--- config.mk ---
export PLATFORM = sky130hd
export DESIGN_NAME = source_line_classifier_top
export DESIGN_NICKNAME = d
export VERILOG_FILES = /design/src/rtl/slc_pkg.sv /design/src/rtl/slc_line_tracker.sv /design/src/rtl/slc_counters.sv /design/src/rtl/source_line_classifier_top.sv
export VERILOG_INCLUDE_DIRS = /design/src /design/src/rtl
export SDC_FILE = /design/constraint.sdc
export NUM_CORES = 1
export LEC_CHECK = 0
export ABC_CLOCK_PERIOD_IN_PS = 5300
export BUFFER_PORTS_ARGS = -buffer_cell sky130_fd_sc_hd__buf_4
export CAP_MARGIN = 20
export CORE_MARGIN = 4
export CORE_UTILIZATION = 59
export DETAILED_ROUTE_END_ITERATION = 8
export MAX_ROUTING_LAYER = met4
export PLACE_DENSITY = 0.83
export RECOVER_POWER = 25
export SLEW_MARGIN = 20
export SYNTH_ARGS = -nofsm -noshare
export SYNTH_HDL_FRONTEND = slang
export SYNTH_SLANG_ARGS = --single-unit
--- constraint.sdc ---
create_clock -name clk -period 5.3 [get_ports clk]
set_input_delay 0.53 -clock clk [delete_from_list [all_inputs] [get_ports clk]]
set_output_delay 0.53 -clock clk [all_outputs]
set_load 0.05 [all_outputs]
--- src/rtl/source_line_classifier_top_assert.svh ---
// ----------------------------------------------------------------------------
// Assertion macros for the source line classifier
// Concurrent checks that compile away when ASSERT_OFF is defined.
// ----------------------------------------------------------------------------
`ifndef SOURCE_LINE_CLASSIFIER_TOP_ASSERT_SVH
`define SOURCE_LINE_CLASSIFIER_TOP_ASSERT_SVH

`ifndef ASSERT_OFF

// same-cycle implication
`define SLC_ASSERT_IMP(label, clk, rst_n, ante, cons) \
  label: assert property (@(posedge clk) disable iff (!rst_n) (ante) |-> (cons)) \
    else $error("slc assertion failed: same-cycle implication");

// next-cycle implication
`define SLC_ASSERT_NXT(label, clk, rst_n, ante, cons) \
  label: assert property (@(posedge clk) disable iff (!rst_n) (ante) |=> (cons)) \
    else $error("slc assertion failed: next-cycle implication");

`else

`define SLC_ASSERT_IMP(label, clk, rst_n, ante, cons)
`define SLC_ASSERT_NXT(label, clk, rst_n, ante, cons)

`endif

`endif

--- src/rtl/slc_pkg.sv ---
// ----------------------------------------------------------------------------
// slc_pkg
// Shared types and character constants for the source line classifier.
// ----------------------------------------------------------------------------
`timescale 1ns / 1ps
`default_nettype none

package slc_pkg;

  // character codes
  localparam logic [7:0] CH_NL    = 8'd10;
  localparam logic [7:0] CH_TAB   = 8'd9;
  localparam logic [7:0] CH_SPACE = 8'd32;
  localparam logic [7:0] CH_SLASH = 8'd47;
  localparam logic [7:0] CH_STAR  = 8'd42;

  // input command
  typedef enum logic {
    CMD_CHAR = 1'b0,
    CMD_EOF  = 1'b1
  } cmd_t;

  // line classes
  typedef enum logic [1:0] {
    CLS_BLANK   = 2'd0,
    CLS_COMMENT = 2'd1,
    CLS_CODE    = 2'd2
  } line_class_t;

  // per-line scanner flags plus the cross-line block comment flag
  typedef struct packed {
    logic in_block;
    logic seen_nonblank;
    logic maybe_start;
    logic maybe_end;
    logic is_comment;
    logic block_closed;
    logic skip_rest;
    logic line_open;
  } line_flags_t;

  // counter bump requests for one beat
  typedef struct packed {
    logic blank;
    logic comment;
    logic code;
    logic file;
  } count_ev_t;

endpackage

`default_nettype wire

--- src/rtl/slc_line_tracker.sv ---
// ----------------------------------------------------------------------------
// slc_line_tracker
// Character flag scanner: holds the line flags, classifies completed lines
// and raises counter events.
// ----------------------------------------------------------------------------
`timescale 1ns / 1ps
`default_nettype none

`include "source_line_classifier_top_assert.svh"

module slc_line_tracker (
  input  wire logic                  clk,
  input  wire logic                  rst_n,
  input  wire logic                  step,
  input  wire logic                  cmd,
  input  wire logic [7:0]            char_byte,
  output logic                       line_done,
  output slc_pkg::line_class_t       line_class,
  output slc_pkg::count_ev_t         ev
);

  slc_pkg::line_flags_t flags_r;
  slc_pkg::line_flags_t flags_nxt;
  slc_pkg::line_class_t cur_class;
  logic                 is_blank;
  logic                 is_slash;
  logic                 is_star;
  logic                 eof_clean;

  assign is_blank = (char_byte == slc_pkg::CH_SPACE) || (char_byte == slc_pkg::CH_TAB);
  assign is_slash = (char_byte == slc_pkg::CH_SLASH);
  assign is_star  = (char_byte == slc_pkg::CH_STAR);

  // class of the line as it stands
  always_comb begin
    if (!flags_r.seen_nonblank) begin
      cur_class = slc_pkg::CLS_BLANK;
    end else if (flags_r.is_comment) begin
      cur_class = slc_pkg::CLS_COMMENT;
    end else begin
      cur_class = slc_pkg::CLS_CODE;
    end
  end

  // next flags, line completion and counter events
  always_comb begin
    flags_nxt  = flags_r;
    line_done  = 1'b0;
    line_class = slc_pkg::CLS_BLANK;
    ev         = '0;
    if (step) begin
      if (cmd == slc_pkg::CMD_EOF) begin
        // close an open last line, drop block state, count the file
        line_done  = flags_r.line_open;
        line_class = flags_r.line_open ? cur_class : slc_pkg::CLS_BLANK;
        flags_nxt  = '0;
        ev.file    = 1'b1;
      end else if (char_byte == slc_pkg::CH_NL) begin
        line_done          = 1'b1;
        line_class         = cur_class;
        flags_nxt          = '0;
        flags_nxt.in_block = flags_r.in_block;
      end else begin
        flags_nxt.line_open = 1'b1;
        if (flags_r.skip_rest) begin
          // rest of line after a double slash is ignored
        end else if (!flags_r.seen_nonblank) begin
          if (!is_blank) begin
            flags_nxt.seen_nonblank = 1'b1;
            if (is_slash) begin
              flags_nxt.maybe_start = 1'b1;
            end else if (is_star && flags_r.in_block) begin
              flags_nxt.maybe_end = 1'b1;
            end
          end
        end else if (flags_r.in_block) begin
          flags_nxt.is_comment = 1'b1;
          if (flags_r.maybe_end && is_slash) begin
            flags_nxt.in_block     = 1'b0;
            flags_nxt.block_closed = 1'b1;
          end
          if (is_star) begin
            flags_nxt.maybe_end = 1'b1;
          end
        end else if (flags_r.maybe_start && is_slash) begin
          // double slash: keep the start/end marks as they are
          flags_nxt.is_comment = 1'b1;
          flags_nxt.skip_rest  = 1'b1;
        end else begin
          if (flags_r.maybe_start) begin
            if (is_star) begin
              flags_nxt.is_comment = 1'b1;
              flags_nxt.in_block   = 1'b1;
            end
          end else if (flags_r.block_closed && flags_r.is_comment && !is_blank) begin
            // text after a closing star-slash makes the line code again
            flags_nxt.is_comment = 1'b0;
          end
          flags_nxt.maybe_start = 1'b0;
          flags_nxt.maybe_end   = 1'b0;
        end
      end
      if (line_done) begin
        case (line_class)
          slc_pkg::CLS_BLANK:   ev.blank   = 1'b1;
          slc_pkg::CLS_COMMENT: ev.comment = 1'b1;
          slc_pkg::CLS_CODE:    ev.code    = 1'b1;
          default:              ev.code    = 1'b0;
        endcase
      end
    end
  end

  // flag registers
  always_ff @(posedge clk) begin
    if (!rst_n) begin
      flags_r <= '0;
    end else begin
      flags_r <= flags_nxt;
    end
  end

  assign eof_clean = !flags_r.in_block && !flags_r.line_open;

  // a double slash always marks the line as comment
  `SLC_ASSERT_IMP(a_skip_is_comment, clk, rst_n, flags_r.skip_rest, flags_r.is_comment)
  // end of file leaves no block comment and no open line
  `SLC_ASSERT_NXT(a_eof_clears, clk, rst_n, step && (cmd == slc_pkg::CMD_EOF), eof_clean)

endmodule

`default_nettype wire

--- src/rtl/slc_counters.sv ---
// ----------------------------------------------------------------------------
// slc_counters
// Saturating blank, comment, code and file counters.
// ----------------------------------------------------------------------------
`timescale 1ns / 1ps
`default_nettype none

`include "source_line_classifier_top_assert.svh"

module slc_counters #(
  parameter int COUNT_WIDTH = 32
) (
  input  wire logic                   clk,
  input  wire logic                   rst_n,
  input  wire slc_pkg::count_ev_t     ev,
  output logic [COUNT_WIDTH-1:0]      blank_cnt,
  output logic [COUNT_WIDTH-1:0]      comment_cnt,
  output logic [COUNT_WIDTH-1:0]      code_cnt,
  output logic [COUNT_WIDTH-1:0]      file_cnt
);

  logic [COUNT_WIDTH-1:0] blank_r;
  logic [COUNT_WIDTH-1:0] comment_r;
  logic [COUNT_WIDTH-1:0] code_r;
  logic [COUNT_WIDTH-1:0] file_r;
  logic [2:0]             line_ev;
  logic                   line_ev_ok;
  logic                   blank_bump;

  // counters hold at all ones
  always_ff @(posedge clk) begin
    if (!rst_n) begin
      blank_r   <= '0;
      comment_r <= '0;
      code_r    <= '0;
      file_r    <= '0;
    end else begin
      if (ev.blank && !(&blank_r)) begin
        blank_r <= blank_r + 1'b1;
      end
      if (ev.comment && !(&comment_r)) begin
        comment_r <= comment_r + 1'b1;
      end
      if (ev.code && !(&code_r)) begin
        code_r <= code_r + 1'b1;
      end
      if (ev.file && !(&file_r)) begin
        file_r <= file_r + 1'b1;
      end
    end
  end

  assign blank_cnt   = blank_r;
  assign comment_cnt = comment_r;
  assign code_cnt    = code_r;
  assign file_cnt    = file_r;

  assign line_ev    = {ev.blank, ev.comment, ev.code};
  assign line_ev_ok = $onehot0(line_ev);
  assign blank_bump = ev.blank && !(&blank_r);

  // a line lands in one class only
  `SLC_ASSERT_IMP(a_one_class, clk, rst_n, 1'b1, line_ev_ok)
  // unsaturated blank counter steps by exactly one
  `SLC_ASSERT_NXT(a_blank_step, clk, rst_n, blank_bump, blank_r == $past(blank_r) + 1'b1)

endmodule

`default_nettype wire

--- src/rtl/source_line_classifier_top.sv ---
// ----------------------------------------------------------------------------
// source_line_classifier_top
// Classifies source lines streamed one byte per beat and keeps line counts.
// ----------------------------------------------------------------------------
//  channel  | ports                                   | direction
//  ---------+-----------------------------------------+----------
//  input    | in_valid, in_stall, in_command,         | in
//           | in_char_byte                            |
//  result   | out_valid, out_stall, out_line_done,    | out
//           | out_line_class, out_*_count             |
//
// One beat per cycle sustained while out_stall is low; a beat passes the input
// register, then the flag/counter update that loads the result register.
// Every input beat yields exactly one result beat.
// Reset (rst_n low, synchronous) clears all flags and counters at once.
// When the result register is full and stalled, in_stall rises once the input
// register is also full; nothing is lost or repeated.
// ----------------------------------------------------------------------------
`timescale 1ns / 1ps
`default_nettype none

`include "source_line_classifier_top_assert.svh"

module source_line_classifier_top #(
  parameter int COUNT_WIDTH = 32
) (
  input  wire logic        clk,
  input  wire logic        rst_n,
  input  wire logic        in_valid,
  output logic             in_stall,
  input  wire logic        in_command,
  input  wire logic [7:0]  in_char_byte,
  output logic             out_valid,
  input  wire logic        out_stall,
  output logic             out_line_done,
  output logic [1:0]       out_line_class,
  output logic [31:0]      out_blank_count,
  output logic [31:0]      out_comment_count,
  output logic [31:0]      out_code_count,
  output logic [31:0]      out_file_count
);

  logic                   in_valid_r;
  logic                   in_cmd_r;
  logic [7:0]             in_byte_r;
  logic                   out_valid_r;
  logic                   done_r;
  slc_pkg::line_class_t   class_r;
  logic                   advance;
  logic                   trk_done;
  slc_pkg::line_class_t   trk_class;
  slc_pkg::count_ev_t     trk_ev;
  logic [COUNT_WIDTH-1:0] blank_cnt;
  logic [COUNT_WIDTH-1:0] comment_cnt;
  logic [COUNT_WIDTH-1:0] code_cnt;
  logic [COUNT_WIDTH-1:0] file_cnt;

  // pipeline moves when the result register is free or being drained
  assign advance  = in_valid_r && (!out_valid_r || !out_stall);
  assign in_stall = in_valid_r && !advance;

  // input register
  always_ff @(posedge clk) begin
    if (!rst_n) begin
      in_valid_r <= 1'b0;
    end else if (!in_stall) begin
      in_valid_r <= in_valid;
    end
  end

  always_ff @(posedge clk) begin
    if (in_valid && !in_stall) begin
      in_cmd_r  <= in_command;
      in_byte_r <= in_char_byte;
    end
  end

  slc_line_tracker u_tracker (
    .clk        (clk),
    .rst_n      (rst_n),
    .step       (advance),
    .cmd        (in_cmd_r),
    .char_byte  (in_byte_r),
    .line_done  (trk_done),
    .line_class (trk_class),
    .ev         (trk_ev)
  );

  // counter registers double as the count part of the result register
  slc_counters #(
    .COUNT_WIDTH (COUNT_WIDTH)
  ) u_counters (
    .clk         (clk),
    .rst_n       (rst_n),
    .ev          (trk_ev),
    .blank_cnt   (blank_cnt),
    .comment_cnt (comment_cnt),
    .code_cnt    (code_cnt),
    .file_cnt    (file_cnt)
  );

  // result register
  always_ff @(posedge clk) begin
    if (!rst_n) begin
      out_valid_r <= 1'b0;
    end else if (advance) begin
      out_valid_r <= 1'b1;
    end else if (!out_stall) begin
      out_valid_r <= 1'b0;
    end
  end

  always_ff @(posedge clk) begin
    if (advance) begin
      done_r  <= trk_done;
      class_r <= trk_class;
    end
  end

  assign out_valid         = out_valid_r;
  assign out_line_done     = done_r;
  assign out_line_class    = class_r;
  assign out_blank_count   = 32'(blank_cnt);
  assign out_comment_count = 32'(comment_cnt);
  assign out_code_count    = 32'(code_cnt);
  assign out_file_count    = 32'(file_cnt);

  // no class is reported without a completed line
  `SLC_ASSERT_IMP(a_class_needs_line, clk, rst_n, out_valid_r && !done_r, class_r == slc_pkg::CLS_BLANK)
  // a stalled full pipeline holds its input beat
  `SLC_ASSERT_NXT(a_stall_keeps_input, clk, rst_n, in_stall, in_valid_r)

endmodule

`default_nettype wire

# Yosys cells after proc, flatten, opt, wreduce, memory -nomap -nowiden
# Index checks and enable logic that the tools add are counted.
[word_totals] elab_cells=125 out_inout_bits=133 register_bits=150 in_bits=13
[op_classes] reduce_logical=41 n_eq_ne=18 addsub=4 n_mux=44
[op_table] op="32-bit by 1-bit adder with 32-bit output, second input constant" n=4
[op_table] op="32-bit AND reduction" n=4
[op_table] op="1-bit two-way mux" n=28
[op_table] op="8-bit by 6-bit == test with 1-bit output, second input constant" n=3
[op_table] op="2-bit two-way mux" n=9
[op_table] op="8-bit by 4-bit == test with 1-bit output, second input constant" n=2
[op_table] op="8-bit two-way mux" n=2
[op_table] op="1-bit logical AND" n=12
[op_table] op="5-bit AND reduction" n=2
[op_table] op="1-bit logical NOT" n=9
[op_table] op="3-bit two-way mux" n=3
[op_table] op="3-bit nonzero test" n=3
[op_table] op="4-bit by 3-bit != test with 1-bit output, second input constant" n=2
[op_table] op="4-bit != test, second input constant" n=2
[op_table] op="4-bit nonzero test" n=2
[op_table] op="7-bit two-way mux" n=1
[op_table] op="7-bit AND reduction" n=1
[op_table] op="6-bit by 5-bit != test with 1-bit output, second input constant" n=1
[op_table] op="6-bit AND reduction" n=1
[op_table] op="6-bit nonzero test" n=1
[op_table] op="5-bit by 4-bit != test with 1-bit output, second input constant" n=1
[op_table] op="5-bit != test, second input constant" n=1
[op_table] op="4-bit two-way mux" n=1
[op_table] op="2-bit != test, second input constant" n=2
[op_table] op="other kinds (9)" n=10

# Logic depth before layout (Yosys ltp)
# Gate-level depths: netlist of the first run.
[logic_depth] word_depth=12 ltp_mapped=9 depth_no_buf=6

# Cells and area by module
# A second synthesis of the first run with hierarchy kept.
[unflattened] cells_unflattened=885 hier_area_um2=7529.7
[modules_own_cells] module="slc_counters" n_inst=1 area_per_inst_um2=6414.9 cells_each=780
[modules_own_cells] module="slc_line_tracker" n_inst=1 area_per_inst_um2=670.6 cells_each=85
[modules_own_cells] module="source_line_classifier_top" n_inst=1 area_per_inst_um2=444.2 cells_each=20

# Worst setup path after synthesis of the first run
# OpenSTA, ideal clock, no wires.
[synth_timing] path_type="register -> register" startpoint="reg u_counters.file_r[9], in the netlist u_counters.file_cnt[9]" endpoint="reg u_counters.file_r[29], in the netlist u_counters.file_cnt[29]" path_stages_with_launch=8 arrival_ns=2.798 path_slack_ns=2.432 n_path_buf=2 required_ns=5.230 cell_sequence="dfxtp_1 > nand4_2 > or4_1 > buf_2 > or4_4 > buf_6 > or4_1 > a21oi_1"
[synth_via] elab_chain_len=3 elab_cells_between_ends=4 cone_classes="1 x add/sub; 3 x reduce/logical"
[synth_lines] item="start: declaration" line="slc_counters.sv:25" text="logic [COUNT_WIDTH-1:0] file_r;"
[synth_lines] item="start signal: assignment" line="slc_counters.sv:48" text="file_r <= file_r + 1'b1;"
[synth_lines] item="branches (longest 3 deep; another with 32-bit by 1-bit adder with 32-bit output)"
# Several ways; the timed one is not identified.
# A chain may end at the register's enable or synchronous reset.

# Worst setup path in the final report of the first run
[layout_timing] startpoint="reg in_byte_r[4]" endpoint="reg u_counters.code_r[7], in the netlist u_counters.code_cnt[7]"
[layout_via] elab_chain_len=9 elab_cells_between_ends=12 cone_classes="2 x eq/ne; 9 x mux; 1 x reduce/logical"
[layout_lines] item="start: declaration" line="source_line_classifier_top.sv:45" text="logic [7:0] in_byte_r;"
[layout_lines] item="start signal: assignment" line="source_line_classifier_top.sv:74" text="in_byte_r <= in_char_byte;"
[layout_lines] item="8-bit by 4-bit == test with 1-bit output (*)" line="slc_line_tracker.sv:58" text="end else if (char_byte == slc_pkg::CH_NL) begin"
[layout_lines] item="2-bit two-way mux" line="slc_line_tracker.sv:58"
[layout_lines] item="2-bit two-way mux" line="slc_line_tracker.sv:52" text="if (cmd == slc_pkg::CMD_EOF) begin"
[layout_lines] item="2-bit two-way mux" line="slc_line_tracker.sv:51" text="if (step) begin"
[layout_lines] item="2-bit == test" line="slc_line_tracker.sv:104" text="case (line_class)"
[layout_lines] item="1-bit two-way mux" line="slc_line_tracker.sv:104"
[layout_lines] item="3-bit two-way mux (*)" line="slc_line_tracker.sv:103" text="if (line_done) begin"
[layout_lines] item="4-bit two-way mux (*)" line="slc_line_tracker.sv:51"
[layout_lines] item="1-bit logical AND (*)" line="slc_counters.sv:44" text="if (ev.code && !(&code_r)) begin"
[layout_lines] item="end signal: assignment" line="slc_counters.sv:45" text="code_r <= code_r + 1'b1;"
[layout_lines] item="end: declaration" line="slc_counters.sv:24" text="logic [COUNT_WIDTH-1:0] code_r;"
# Mark *: on every way between the ends. The rest lies on a longest branch, timed or not. The select of a mux whose other input is x is not followed.

==> results of run 1 <==
metal layers:
layer	track usage, %	wire [um]	vias up
met4	10.2	382	0
met1	35.6	8930	3704
met3	4.83	1170	35
met5	-	0	-
li1	-	-	3795
met2	42.4	9440	250
critical path: stages, from the launching register on:
cell and delay [ps]:
edfxtp_1 350, nor3_1 540, a41o_1 260, buf_4 270, nand2_1 650, or4_1 740, a21oi_1 160
kinds of logic after synthesis:
logic type / Yosys count / share of synthesized area (%)
simple gates: 445 / 33.6
compound gates: 226 / 18.2
flops: 150 / 40.7
buf+inv: 65 / 3.31
mux: 25 / 3.26
fa+ha+maj: 4 / 0.653
xor+xnor: 2 / 0.228
metrics by stage:
step                      setup WS (ps)  instance area (sq um)  total power [W]  utilization (%)  std cells
after CTS                          2250                   9380          0.00239             74.0       1217
after global routing               1870                   9160          0.00243             72.3       1217
final                              2240                   9160          0.00237             72.3       1217
after detailed placement           2290                   8820          0.00125             69.6       1185
after floorplan                    2430                   7670          0.00123                -        917
after global placement             2400                   8820          0.00125             69.6       1185
registers in the layout, summed over array words and instances, names as in the netlist:
| register | count |
|---|---|
| u_counters.code_cnt | 32 |
| u_counters.file_cnt | 32 |
| in_cmd_r | 1 |
| in_byte_r | 8 |
| u_counters.blank_cnt | 32 |
| out_line_done | 1 |
| u_tracker.flags_r | 8 |
| out_line_class | 2 |
| in_valid_r | 1 |
| out_valid | 1 |
| u_counters.comment_cnt | 32 |
cell type report:
cell class / instances / area, sq um
Sequential cell: 150 / 3120
Timing Repair Buffer: 152 / 912
Inverter: 9 / 33.8
Fill cell: 1082 / 3510
Clock buffer: 29 / 520
Tap cell: 172 / 215
Multi-Input combinational cell: 702 / 4310
Clock inverter: 3 / 40.0
layout by cell type (no fill, tap or decap), drive strengths merged, types with 6 or more instances in the layout:
cell type    n
dfxtp      138
clkbuf      99
a21oi       89
buf         82
nand2       80
o31ai       53
or4         53
nand4       51
nand3       46
o21ai       41
nor2        34
or3         34
nand2b      27
mux2i       25
nor3        24
nor4        23
and3        20
and4        16
and2        14
edfxtp      12
inv          8
o311ai       6
a31oi        6
nor3b        6
power groups by stage:
stage	clock network [W]	logic, W	registers (W)
2_1_floorplan	0	0.0000407	0.00119
3_3_place_gp	0	0.0000664	0.00118
3_5_place_dp	0	0.0000677	0.00118
4_1_cts	0.00116	0.0000680	0.00116
5_1_grt	0.00120	0.0000726	0.00116
6_report	0.00115	0.0000663	0.00116
worst paths after layout:
check / from / endpoint / slack (ps) / cells past startpoint
max: in_byte_r[4]$_DFFE_PP_ / u_counters.code_cnt[7]$_SDFFE_PN0P_ / 2240 / 6
min: in_char_byte[3] / in_byte_r[3]$_DFFE_PP_ / 310 / 1
max reg2reg: in_byte_r[4]$_DFFE_PP_ / u_counters.code_cnt[7]$_SDFFE_PN0P_ / 2240 / 6
min reg2reg: u_tracker.flags_r[2]$_SDFFE_PN0P_ / u_tracker.flags_r[2]$_SDFFE_PN0P_ / 470 / 2
==> results by group, run 1 <==
Outcome
  • Status: completed

Layout
  • ANT cells: 0
  • Final net count: 1049
  • Area Growth Syn to Fin: 19.4%
  • Share of cells above drive strength 1: 12.4%

Hold path
  • HP Class: in -> reg

Placement
  • GPL Wtd Cong: 0.882
  • # port buffers: 145
  • Post-DP HPWL: 13.4 mm

Pwr
  • Logic pwr share: 2.8%
  • Peak VDD IR: 0.208 mV
  • Leakage power: 3.02 nW
  • Power per cell area: 259 nW/um^2
  • Internal power: 0.00188 W
  • Switch Pwr: 0.000494 W
  • Sw Share: 20.9%
  • Clock network power share: 48.3%
  • Seq pwr share: 48.9%

Logic synthesis
  • Number of enable flip-flop cells after synthesis: 12
  • Count of cell types in the netlist: 55
  • Avg Inst Size Synth: 8.36 sq um
  • Ys flop type: dfxtp_1
  • Synth Instances: 917
  • Post-synth top cells: dfxtp_1 (138), a21oi_1 (89), nand2_1 (80)
  • Seq/Total Area, Yosys: 40.7%
  • Synth top area share: 36.0%
  • Syn nets: 934
  • Yosys warns: 0
  • Post-synth ARST share: 0%
  • Post-Synthesis Cell Area: 7670 sq um
  • Synth Register Bits: 150
  • Synth area leaders: dfxtp_1 (36%), a21oi_1 (5.8%), o31ai_1 (5.2%)
  • Largest area contributor in the netlist: dfxtp_1
  • Top-count cell post-synth: dfxtp_1

Timing
  • Fmax: 327 MHz
  • Setup TNS: 0 ps
  • Final hold violation count: 0
  • Hold slack: 309 ps
  • Worst-Margin Slew: 1070 ps
  • Clk_skew: 6.55 ps
  • Fin crit share: 57.7%
  • Min cycle time layout: 3060 ps
  • Slew HR: 28.2%
  • Pins Over Slew Limit: 0
  • Endpoints failing setup: 0
  • RSZ-0062 raised after global routing: no

Floorplanning
  • Die Ht: 122 um
  • Core footprint: 12700 sq um
  • Die W: 122 um
  • # rows: 41
  • Die ar.: 14900 sq um
  • I/O Pins: 146
  • Initial core utilization: 60.5%

Route
  • Vias per std cell: 6.40
  • Final ANT Viol Nets: 0
  • Pre-Repair DR Iteration Count: 5
  • Drt first-iter violations: 681
  • Total Wirelength: 19.9 mm
  • Vias: 7784
  • Routed WL per cell: 16.4 um
  • DR DRC count: 0

Global routing
  • First-pass GRT wire length: 32.4 mm
  • Initial antenna violation count: 0
  • Remaining Overflow, GRT: 0
  • Largest net degree at the start of global routing: 70
  • GRT Total Usage: 27.2%
  • Number of global-route vias before repair: 6784

Clocking
  • CTS tree: done
  • Reg clk slew, reported paths: 60 ps
  • CTS Hold Bufs: 0
  • Cts bufs inserted: 17
  • Clock Latency Late Sink: 420 ps
  • Clock Path Buffers: 2
  • CTS Sinks: 150
  • # Post-CTS Setup Buffers: 0
  • Post-CTS resize count: 0
  • CTS H-tree lvls: 4
  • Clock root cell: clkbuf_16

Setup path
  • Setup CP Type: reg -> reg
  • Required time of the critical path: 5640 ps
  • Worst Setup End Kind: flop
  • Critical Path Start Type: flop
  • CP max FO: 38
  • Worst EP arrival: 3400 ps

Job
  • MaxCap Viol Count: 0
No activity file was read; power rests on OpenSTA's default activity.
==> inputs of run 2 (changes only) <==
Settings changed: ABC_CLOCK_PERIOD_IN_PS 5300 to 2800, CORE_UTILIZATION 59 to 50, PLACE_DENSITY 0.83 to 0.75.
Clock period 5.3 ns to 2.8 ns, I/O delays scaled along.
==> run 2 against run 1 <==
Net effect: the run now ends with max-capacitance violations, max-slew violations left; power is 89% higher; clock power up 87%; global-route usage decreased by 4.0 points; design area increased by 1.7%; core utilization is 11 points lower; sequential power rose by 89%; wire length increased by 1.2%; non-clock buffer count increased by 17.
==> results by group, run 2 (synthesis gave the netlist of run 1 again) <==
Outcome
  • Status: complete, but fails checks
  • Violated checks: max-capacitance violations, max-slew violations

Route
  • Total Wirelength: 20.2 mm
  • Final ANT Viol Nets: 0
  • Vias per std cell: 6.17
  • Pre-Repair DR Iteration Count: 5
  • DR DRC count: 0
  • Drt first-iter violations: 523
  • Routed WL per cell: 16.2 um
  • Vias: 7702

Pwr
  • Leakage power: 3.12 nW
  • Peak VDD IR: 0.408 mV
  • Power per cell area: 481 nW/um^2

Setup path
  • RR Startpoint: u_counters.file_cnt[11]$_SDFFE_PN0P_
  • Reg2Reg Depth: 5
  • Worst Setup End Kind: flop
  • CP max stage cell: or4_4
  • Crit path max-delay family: simple AND/OR/NAND/NOR gates
  • Critical Path Start Type: flop
  • CP Cell Sequence: nand4_2 -> or4_1 -> or4_4 -> or4_1 -> a21oi_1
  • Setup CP Type: reg -> reg
  • Worst EP arrival: 2810 ps
  • Logic depth of the worst setup path including buffers: 5
  • CP Launch Point: u_counters.file_cnt[11]$_SDFFE_PN0P_
  • R2r endpoint: u_counters.file_cnt[31]$_SDFFE_PN0P_
  • Most used cell, CP: or4_1
  • Setup slack, reg-to-reg: 310 ps
  • Worst Setup EP: u_counters.file_cnt[31]$_SDFFE_PN0P_
  • Required time of the critical path: 3120 ps
  • CP max FO: 13
  • Critical Path Max Stage Delay: 610 ps
  • Bufs and invs on worst path: 0

Timing
  • Worst-Margin Slew: 2060 ps
  • Clk_skew: 13.8 ps
  • RSZ-0062 raised after global routing: no
  • Setup TNS: 0 ps
  • Fmax: 401 MHz
  • Pins Over Slew Limit: 94
  • Fin crit share: 89.0%
  • Endpoints failing setup: 0
  • Slew HR: -37.6%
  • Post-route setup slack: 308 ps
  • Final hold violation count: 0
  • Min cycle time layout: 2490 ps

Layout
  • Most frequent cells in the layout: dfxtp_1 (135), buf_4 (97), a21oi_1 (89)
  • ANT cells: 0
  • Most common cell after layout, fill and taps aside: dfxtp_1
  • Final Non-Filler Cells: 1248
  • Share of cells above drive strength 1: 14.5%
  • Post-route cell area: 9310 sq um
  • Final net count: 1066
  • Area Growth Syn to Fin: 21.4%
  • Fin util: 61.7%

Global routing
  • Number of global-route vias before repair: 6737
  • First-pass GRT wire length: 33.1 mm
  • GRT Total Usage: 23.2%
  • M3 GR Usage: 6.11%
  • Met1 Usage GRT: 30.1%
  • Largest net degree at the start of global routing: 94
  • M2 GR Usage: 36.0%
  • Initial antenna violation count: 0
  • Remaining Overflow, GRT: 0
  • GRT busiest layer: met2

Clocking
  • Reg clk slew, reported paths: 60 ps
  • Clock root cell: clkbuf_16
  • Clock Path Buffers: 2
  • Clock Latency Late Sink: 430 ps
  • Post-CTS resize count: 0
  • CTS Sinks: 150
  • CTS Hold Bufs: 0
  • CTS H-tree lvls: 4
  • # Post-CTS Setup Buffers: 0
  • Cts bufs inserted: 17
  • CTS tree: done

Floorplanning
  • Die Ht: 132 um
  • Core footprint: 15100 sq um
  • Die W: 132 um
  • Die ar.: 17400 sq um
  • # rows: 45
  • Initial core utilization: 50.8%
  • I/O Pins: 146

Placement
  • Placed instance count: 1218
  • Worst slack, placed: 363 ps
  • Placed inst area: 9000 sq um
  • # port buffers: 145
  • Post-DP HPWL: 13.8 mm
  • GPL Wtd Cong: 0.853

Job
  • MaxCap Viol Count: 1

Hold path
  • HP Class: in -> reg
## run 2: worst min-delay path by stage
stage	end	from	slack (ps)	cells past startpoint
2_1_floorplan	in_byte_r[0]$_DFFE_PP_	in_char_byte[0]	380	0
3_3_place_gp	u_tracker.flags_r[0]$_SDFFE_PN0P_	u_tracker.flags_r[0]$_SDFFE_PN0P_	440	2
3_5_place_dp	in_byte_r[0]$_DFFE_PP_	in_char_byte[0]	460	1
4_1_cts	in_byte_r[3]$_DFFE_PP_	in_char_byte[3]	8	1
5_1_grt	in_byte_r[3]$_DFFE_PP_	in_char_byte[3]	20	1
6_report	in_byte_r[2]$_DFFE_PP_	in_char_byte[2]	50	1
## run 2: worst register-to-register path: stages (launching register included)
cell and delay (ps):
dfxtp_1 380, nand4_2 190, or4_1 570, or4_4 610
or4_1 500, a21oi_1 140
## run 2: final cells by class
cell class | count | area [sq um]
Clock buffer | 21 | 470
Multi-Input combinational cell | 702 | 4320
Sequential cell | 150 | 3130
Fill cell | 1374 | 5780
Tap cell | 188 | 235
Clock inverter | 9 | 80.1
Inverter | 9 | 33.8
Timing Repair Buffer | 169 | 1050
## run 2: power by group
group / total [W] / internal [W] / switching [W]
Combinational: 0.000133 / 0.0000377 / 0.0000956
Sequential: 0.00219 / 0.00218 / 0.0000137
Clock: 0.00215 / 0.00127 / 0.000878
Total: 0.00448 / 0.00349 / 0.000987
## run 2: metal layers
layer	up-vias	routed length, um
li1	3826	-
met1	3656	9460
met2	203	9380
met3	17	1090
met4	0	229
met5	-	0
## run 2: stage by stage
stage	power [W]	hold WS [ps]
4_1_cts	0.00453	7.59
5_1_grt	0.00463	22.7
3_3_place_gp	0.00238	444
3_5_place_dp	0.00238	460
2_1_floorplan	0.00232	379
6_report	0.00448	49.0
==> inputs of run 3 (changes only) <==
Settings changed: ABC_AREA set to 1, CORE_UTILIZATION 50 to 52, PLACE_DENSITY 0.75 to 0.76.
==> run 3 against run 2 <==
Net effect: the run still ends with max-capacitance violations, max-slew violations left; synthesized cell count increased by 62%; global-route usage is 2.6 points higher; wire length increased by 28%; register-to-register slack better by 260 ps; setup slack improved by 260 ps; sequential share of layout area decreased by 5.4 points.
==> results by group, run 3 <==
Setup path
  • Critical Path Start Type: flop
  • Setup slack, reg-to-reg: 570 ps
  • Required time of the critical path: 3160 ps
  • CP Cell Sequence: ha_1 -> inv_2 -> nor2_4 -> nand2_2 -> nor2_4 -> nand2_1 -> nor2_1 -> nor2_2 -> nand2_1 -> a21oi_1
  • Worst EP arrival: 2590 ps
  • CP max FO: 25
  • Worst Setup End Kind: flop
  • Crit path max-delay family: simple AND/OR/NAND/NOR gates
  • CP max stage cell: nor2_2
  • Critical Path Max Stage Delay: 740 ps
  • Setup CP Type: reg -> reg
  • Bufs and invs on worst path: 1

Route
  • DR DRC count: 0
  • Drt first-iter violations: 650
  • Pre-Repair DR Iteration Count: 7
  • Total Wirelength: 25.8 mm
  • Final ANT Viol Nets: 0
  • Vias per std cell: 5.22
  • Routed WL per cell: 13.8 um
  • Vias: 9748

Floorplanning
  • Initial core utilization: 53.1%
  • Core footprint: 18000 sq um
  • Die ar.: 20700 sq um
  • Die W: 144 um
  • I/O Pins: 146
  • # rows: 49
  • Die Ht: 144 um

Job
  • MaxCap Viol Count: 1

Clocking
  • Clock root cell: clkbuf_16
  • # Post-CTS Setup Buffers: 0
  • CTS Sinks: 150
  • Clock Path Buffers: 2
  • Cts bufs inserted: 17
  • CTS Hold Bufs: 0
  • CTS tree: done
  • Reg clk slew, reported paths: 70 ps
  • CTS H-tree lvls: 4
  • Post-CTS resize count: 0
  • Clock Latency Late Sink: 430 ps

Timing
  • RSZ-0062 raised after global routing: no
  • Post-route setup slack: 570 ps
  • Worst-Margin Slew: 1570 ps
  • Fin crit share: 79.6%
  • Clk_skew: 8.44 ps
  • Min cycle time layout: 2230 ps
  • Fmax: 448 MHz
  • Slew HR: -4.78%
  • Endpoints failing setup: 0
  • Pins Over Slew Limit: 27
  • Setup TNS: 0 ps
  • Final hold violation count: 0

Pwr
  • Total Power: 0.00454 W
  • Internal power: 0.00343 W
  • Seq pwr share: 48.2%
  • Sw Share: 24.4%
  • Logic pwr share: 3.4%
  • Power per cell area: 410 nW/um^2
  • Peak VDD IR: 0.414 mV
  • Clock network power share: 48.4%
  • Leakage power: 4.09 nW
  • Switch Pwr: 0.00111 W

Logic synthesis
  • Post-Synthesis Cell Area: 9580 sq um
  • Post-synth ARST share: 0%
  • Seq/Total Area, Yosys: 32.6%
  • Synth area leaders: dfxtp_1 (29%), nand2_1 (24%), nor2_1 (8.7%)
  • Avg Inst Size Synth: 6.43 sq um
  • Syn nets: 1506
  • Count of cell types in the netlist: 32
  • Synth Instances: 1489
  • Largest area contributor in the netlist: dfxtp_1
  • Top-count cell post-synth: nand2_1
  • Post-synth top cells: nand2_1 (614), nor2_1 (222), dfxtp_1 (138)
  • Ys flop type: dfxtp_1
  • Synth top area share: 28.8%
  • Synth Register Bits: 150
  • Yosys warns: 0
  • Number of enable flip-flop cells after synthesis: 12

Layout
  • Area Growth Syn to Fin: 15.6%
  • Final Non-Filler Cells: 1867
  • Final net count: 1642
  • ANT cells: 0
  • Share of cells above drive strength 1: 14.0%
  • Post-route cell area: 11100 sq um
  • Most frequent cells in the layout: nand2_1 (614), nor2_1 (222), dfxtp_1 (138)
  • Most common cell after layout, fill and taps aside: nand2_1

Global routing
  • Largest net degree at the start of global routing: 57
  • GRT Total Usage: 25.8%
  • Remaining Overflow, GRT: 0
  • Number of global-route vias before repair: 8747
  • First-pass GRT wire length: 42.7 mm
  • Initial antenna violation count: 0

Placement
  • Post-DP HPWL: 18.9 mm
  • Placed instance count: 1835
  • Worst slack, placed: 579 ps
  • # port buffers: 145
  • Placed inst area: 10800 sq um
  • GPL Wtd Cong: 0.951

Hold path
  • HP Class: in -> reg

Outcome
  • Violated checks: max-capacitance violations, max-slew violations
  • Status: complete, but fails checks
## run 3: changes by cell type in the layout (fill, tap and decap cells not counted), moves of 34 or more
cell and delta:
or4_1 -52, o21ai_0 -35, inv_1 +63, or3_1 -34, nand2_1 +534, nor2_1 +188, xor2_1 +44, nand3b_1 +54
nand2_2 +38, o31ai_1 -53
## run 3: final timing paths
path                                                            from                                     to  cells past startpoint
worst max-delay path            u_counters.blank_cnt[0]$_SDFFE_PN0P_  u_counters.blank_cnt[28]$_SDFFE_PN0P_                     10
worst min-delay path                                 in_char_byte[5]                 in_byte_r[5]$_DFFE_PP_                      1
worst max register to register  u_counters.blank_cnt[0]$_SDFFE_PN0P_  u_counters.blank_cnt[28]$_SDFFE_PN0P_                     10
worst min register to register     u_tracker.flags_r[4]$_SDFFE_PN0P_      u_tracker.flags_r[4]$_SDFFE_PN0P_                      2
## run 3: kinds of logic after synthesis
kind of cell | synth area share (%)
fa+ha+maj | 0.523
buf+inv | 5.90
simple gates | 47.4
flops | 32.6
compound gates | 8.56
xor+xnor | 5.03
## run 3: per-layer routing
metal | share of wire, % | vias to the layer above | global-route usage [%]
met1 | 47 | 4446 | 35.2
met5 | 0 | - | -
met3 | 5.6 | 29 | 3.99
li1 | - | 5013 | -
met2 | 46 | 260 | 40.5
met4 | 1.1 | 0 | 5.95
## run 3: cell type report
| type | count | area (sq um) |
|---|---|---|
| clock buffer | 17 | 425 |
| clock inverter | 15 | 134 |
| fill | 1811 | 6950 |
| inverter | 77 | 290 |
| multi-input combinational | 1226 | 5890 |
| sequential | 150 | 3120 |
| tap | 229 | 287 |
| timing repair buffer | 153 | 925 |
## run 3: worst reg2reg max path: stages (launching register included)
cell and delay, ps:
dfxtp_1 370, ha_1 300, inv_2 100, nor2_4 50
nand2_2 120, nor2_4 60, nand2_1 60, nor2_1 50
nor2_2 740, nand2_1 130, a21oi_1 180
## run 3: stage by stage
step	utilization [%]	hold WS, ps
after floorplan	-	379
after global placement	59.6	460
after detailed placement	59.6	463
after CTS	62.8	18.8
after global routing	61.4	40.9
final	61.4	50.8
## run 3: power by group through the flow
stage / combinational, W / sequential, W / clock (W)
detailed placement: 0.000158 / 0.00224 / 0
global route: 0.000168 / 0.00219 / 0.00231
global placement: 0.000157 / 0.00224 / 0
floorplan: 0.0000941 / 0.00225 / 0
finish: 0.000153 / 0.00219 / 0.00220
CTS: 0.000158 / 0.00219 / 0.00222
